<file path="src/rtl/drm_pkg.sv">
package drm_pkg;

	// Ring geometry
	localparam int WINDOW_SIZE  = 128;
	localparam int RING_WINDOWS = 32;
	localparam int MAX_SAMPLES  = 2048;

	// Field widths fixed by the interface
	localparam int WORD_W  = 16;
	localparam int IDX_W   = 11;
	localparam int START_W = 6;

	// Derived widths
	localparam int CNT_W   = $clog2(MAX_SAMPLES + 1);
	localparam int ADDR_W  = $clog2(MAX_SAMPLES);
	localparam int WIN_W   = (RING_WINDOWS > 2) ? $clog2(RING_WINDOWS) : 1;
	localparam int SUM_W   = ((IDX_W > CNT_W) ? IDX_W : CNT_W) + 1;
	localparam int PROD_W  = $clog2(RING_WINDOWS * WINDOW_SIZE) + 1;
	localparam int DVD_W   = (SUM_W > PROD_W) ? SUM_W : PROD_W;
	localparam int STEP_W  = $clog2(DVD_W + 1);

	// Word flags and masks
	localparam logic [WORD_W-1:0] FLAG_START = 16'h2000;
	localparam logic [WORD_W-1:0] FLAG_STOP  = 16'h1000;
	localparam logic [WORD_W-1:0] LOW_MASK   = 16'h0fff;
	localparam logic [WORD_W-1:0] HIGH_MASK  = 16'hc000;

	// Function codes
	localparam logic FUNC_LOAD = 1'b0;
	localparam logic FUNC_READ = 1'b1;

	// Controller to datapath
	typedef struct packed {
		logic load;
		logic read_start;
		logic fin_start;
		logic div_step;
		logic rd_issue;
		logic put;
	} cmd_t;

	// Datapath to controller
	typedef struct packed {
		logic count_zero;
		logic flag_found;
		logic div_last;
		logic op_read;
		logic out_free;
	} status_t;

endpackage

</file>
<file path="src/rtl/drm_ctrl.sv">
module drm_ctrl (
	input  logic             clk,
	input  logic             arst_n,
	input  logic             in_valid,
	input  logic             func,
	input  logic             last,
	input  drm_pkg::status_t st,
	output logic             in_stall,
	output drm_pkg::cmd_t    cmd
);

	import drm_pkg::*;

	localparam logic [2:0] S_IDLE  = 3'd0;
	localparam logic [2:0] S_START = 3'd1;
	localparam logic [2:0] S_DIV   = 3'd2;
	localparam logic [2:0] S_RD    = 3'd3;
	localparam logic [2:0] S_PUT   = 3'd4;

	logic [2:0] state_q;
	logic [2:0] state_d;
	logic       accept;

	assign in_stall = (state_q != S_IDLE);
	assign accept   = in_valid && (state_q == S_IDLE);

	// Sequence one item at a time
	always_comb begin
		state_d = state_q;
		cmd     = '0;
		case (state_q)
			S_IDLE: begin
				if (accept) begin
					if (func == FUNC_LOAD) begin
						cmd.load = 1'b1;
						if (last) begin
							state_d = S_START;
						end
					end else begin
						cmd.read_start = 1'b1;
						state_d = st.count_zero ? S_PUT : S_DIV;
					end
				end
			end
			S_START: begin
				cmd.fin_start = 1'b1;
				state_d = st.flag_found ? S_DIV : S_PUT;
			end
			S_DIV: begin
				cmd.div_step = 1'b1;
				if (st.div_last) begin
					state_d = st.op_read ? S_RD : S_PUT;
				end
			end
			S_RD: begin
				cmd.rd_issue = 1'b1;
				state_d = S_PUT;
			end
			S_PUT: begin
				if (st.out_free) begin
					cmd.put = 1'b1;
					state_d = S_IDLE;
				end
			end
			default: begin
				state_d = S_IDLE;
			end
		endcase
	end

	always_ff @(posedge clk or negedge arst_n) begin
		if (!arst_n) begin
			state_q <= S_IDLE;
		end else begin
			state_q <= state_d;
		end
	end

endmodule

</file>
<file path="config.mk">
export PLATFORM = sky130hd
export DESIGN_NAME = drm_ctrl
export DESIGN_NICKNAME = d
export VERILOG_FILES = /design/src/rtl/drm_pkg.sv /design/src/rtl/drm_ctrl.sv
export SDC_FILE = /design/constraint.sdc
export NUM_CORES = 1
export LEC_CHECK = 0
export BUFFER_PORTS_ARGS = -buffer_cell sky130_fd_sc_hd__buf_2
export CAP_MARGIN = 20
export CORE_AREA = 4 4 41 43
export DETAILED_ROUTE_END_ITERATION = 8
export DIE_AREA = 0 0 45 47
export SLEW_MARGIN = 20
export SYNTH_ARGS = -nofsm -noshare
export SYNTH_HDL_FRONTEND = slang
export SYNTH_SLANG_ARGS = --single-unit
</file>
<file path="constraint.sdc">
create_clock -name clk -period 1.6 [get_ports clk]
set_clock_uncertainty 0.15 [all_clocks]
set_input_delay 0.08 -clock clk [delete_from_list [all_inputs] [get_ports clk]]
set_output_delay 0.08 -clock clk [all_outputs]
set_load 0.02 [all_outputs]
</file>
==> impl_metrics.json <==
{
  "pre_cts_slack_ns": 0.1741,
  "period_share": 0.9430,
  "timing.final.ws_setup_ns": 0.09125,
  "wl_met1_um": 301,
  "clkSinkCount": 3,
  "largest_register_ffs": 3,
  "routed.top_layer": "met3",
  "antenna_found_initial": 0,
  "drtPass1Iterations": 3,
  "via_per_inst": 4.427,
  "max_clock_freq_mhz": 662.8,
  "status": "completed",
  "worstHoldPathType": "input pin to asynchronous set/reset pin",
  "first_iter_violations": 4,
  "worstSetupStartpoint": "state_q[2]",
  "r2r_slack_ns": 0.14,
  "io_buffers": 16,
  "clk_latency_ns": 0.23,
  "gp_congestion": 0.7588,
  "grt_setup_unrepaired": "no",
  "start_util": 0.2000,
  "dp.cells": 66,
  "synth_nets": 46,
  "layout_min_cycle_time_ns": 1.509,
  "max_slew.worst_pin.slew_ns": 0.2538,
  "power_density_nw_per_um2": 1607,
  "htree_levels": 1,
  "seq_area_um2": 77.57,
  "die-width_um": 45,
  "grt_pass1_wl_mm": 1.221,
  "clk_pin_slew_ns": 0.04,
  "finalWirelength_um": 775,
  "drive_above_1_share": 0.4000,
  "peakVddDrop_uv": 408.4,
  "vias": 332,
  "finalHoldViolations": 0,
  "routedWlPerCell_um": 10.33,
  "drtAntennaViolNets": 0,
  "rr_endpoint": "state_q[0]",
  "final_cells": 75,
  "utilization": 0.3365,
  "clock_path_buffers": 2,
  "ys_types": 21,
  "crit-reg2reg-launch": "state_q[1]",
  "io_pins": 17,
  "cp_max_fo": 6,
  "dr_wl_met2_um": 420,
  "endpoint": "cmd[4]",
  "setup_viol": 0,
  "core_um2": 1301,
  "grt_max_degree": 14,
  "nNetsFinal": 71,
  "syn-cell-area_um2": 260.3,
  "maxCapViolCount": 0,
  "num_antenna_cells": 0,
  "cts_setup_buffers": 0,
  "reg2reg_depth": 3,
  "multi_input_area_um2": 170.2,
  "fill_cells": 152,
  "drc": 0,
  "die-height_um": 47,
  "top_regs": "state_q x3",
  "wl_met3_um": 53,
  "p_leak_nw": 0.2197,
  "rows": 13,
  "synth.yosys.seq_area_share": 0.2885,
  "worst-setup-path-type": "flop to primary output",
  "critPathArrivalTime_ns": 1.28,
  "slew_violations": 0,
  "hold_ws_ns": 0.02208,
  "largest-register": "state_q",
  "grt-ovfl-total": 0,
  "cts_tree": "yes",
  "die_area_um2": 2115,
  "grt_pass1_vias": 320,
  "start_kind": "flop",
  "power.total_mw": 0.7037,
  "fin_setup_tns_ns": 0,
  "syn_avg_cell_area_um2": 7.229,
  "place_area_um2": 354.1,
  "maxSlewHeadroom": 0.8290,
  "ys_ff_latch": 3,
  "clockRootBuffer": "clkbuf_4",
  "cts_made_buffers": 3,
  "critPathCaptureType": "primary output",
  "postLayoutCellArea_um2": 437.9,
  "hpwlAfterDp_um": 555.5,
  "grtUsageTotal": 0.08300,
  "area_growth_pct": 68.27,
  "yosysWarnings": 0,
  "worstPathRequired_ns": 1.37,
  "synthCells": 36
}
## power by group
group | switching (mW) | internal, mW | leakage [nW]
Combinational | 0.218 | 0.170 | 0.168
Clock | 0.0384 | 0.0934 | 0.0150
Sequential | 0.0721 | 0.111 | 0.0371
## critical path, stage by stage (launching register included)
cell and delay (ns):
dfrtp_1 0.43, nor3_2 0.27, and3_1 0.19, buf_2 0.16
## worst min path at each step
stage,startpoint,end,slack [ns]
2_1_floorplan,arst_n,state_q[0],-0.37
3_3_place_gp,arst_n,state_q[1],-0.27
3_5_place_dp,arst_n,state_q[0],-0.27
4_1_cts,arst_n,state_q[1],0.03
6_report,arst_n,state_q[2],0.02
5_1_grt,arst_n,state_q[1],0.04
## cells by family (layout without fill, tap and decap cells)
kind of cell | after synthesis | count (layout) | synth area share
flip-flops | 3 | 3 | 0.2885
buffers and inverters | 5 | 29 | 0.07689
AND/OR/NAND/NOR | 19 | 19 | 0.3991
AO/OA/AOI/OAI | 9 | 9 | 0.2356
## cell type report
cell class,count,area share
multi-input combinational,28,0.3886
sequential,3,0.1771
inverter,4,0.03429
clock buffer,4,0.06000
timing repair buffer,21,0.2971
tap,15,0.04286
## routing by layer
metal	vias up	global-route usage
met4	0	0.01754
met2	8	0.1412
met1	148	0.08428
met5	-	0
li1	176	-
met3	0	0.05747
## synthesized netlist by cell type
cell type | number | area, um2
inv_1 | 4 | 15.01
or4b_1 | 1 | 10.01
a31o_1 | 1 | 8.760
a32o_1 | 1 | 10.01
dfrtp_1 | 3 | 75.07
nor2_1 | 5 | 18.77
nor4b_1 | 1 | 8.760
nor3_1 | 2 | 10.01
nor2b_1 | 1 | 6.260
nand2_1 | 3 | 11.26
nor3b_1 | 1 | 7.510
o21ai_1 | 1 | 5.000
o22ai_1 | 1 | 6.260
o21ai_0 | 3 | 15.01
nand3_1 | 2 | 10.01
or2b_2 | 1 | 8.760
a21boi_0 | 1 | 7.510
and3_1 | 1 | 6.260
a21o_2 | 1 | 8.760
nand2b_1 | 1 | 6.260
buf_2 | 1 | 5.000
## repair_timing
action / 4_1_cts / 5_1_grt
resized for setup: 0 / 4
endpoints found under the setup margin: 0 / 4
hold buffers: 5 / 0
hold endpoints to repair: 4 / 0
## cell usage in the layout, fill, tap and decap left out
master and n:
nor4b_1 1, o22ai_1 1, dlygate4sd3_1 5, clkbuf_4 3
or4b_1 1, dfrtp_1 1, and3_1 1, buf_2 16
nor3_2 1, nor2b_1 1, o21ai_0 3, a21boi_1 1
nand2_1 3, nand2b_1 1, o21ai_1 1, dfrtp_2 2
nor3_1 1, nand3_1 2, a21o_2 1, inv_1 4
clkbuf_1 1, or2b_2 1, nor3b_1 1, a32o_1 1
nor2_1 5, a31o_1 1
Power figures use the tool's default switching activity.
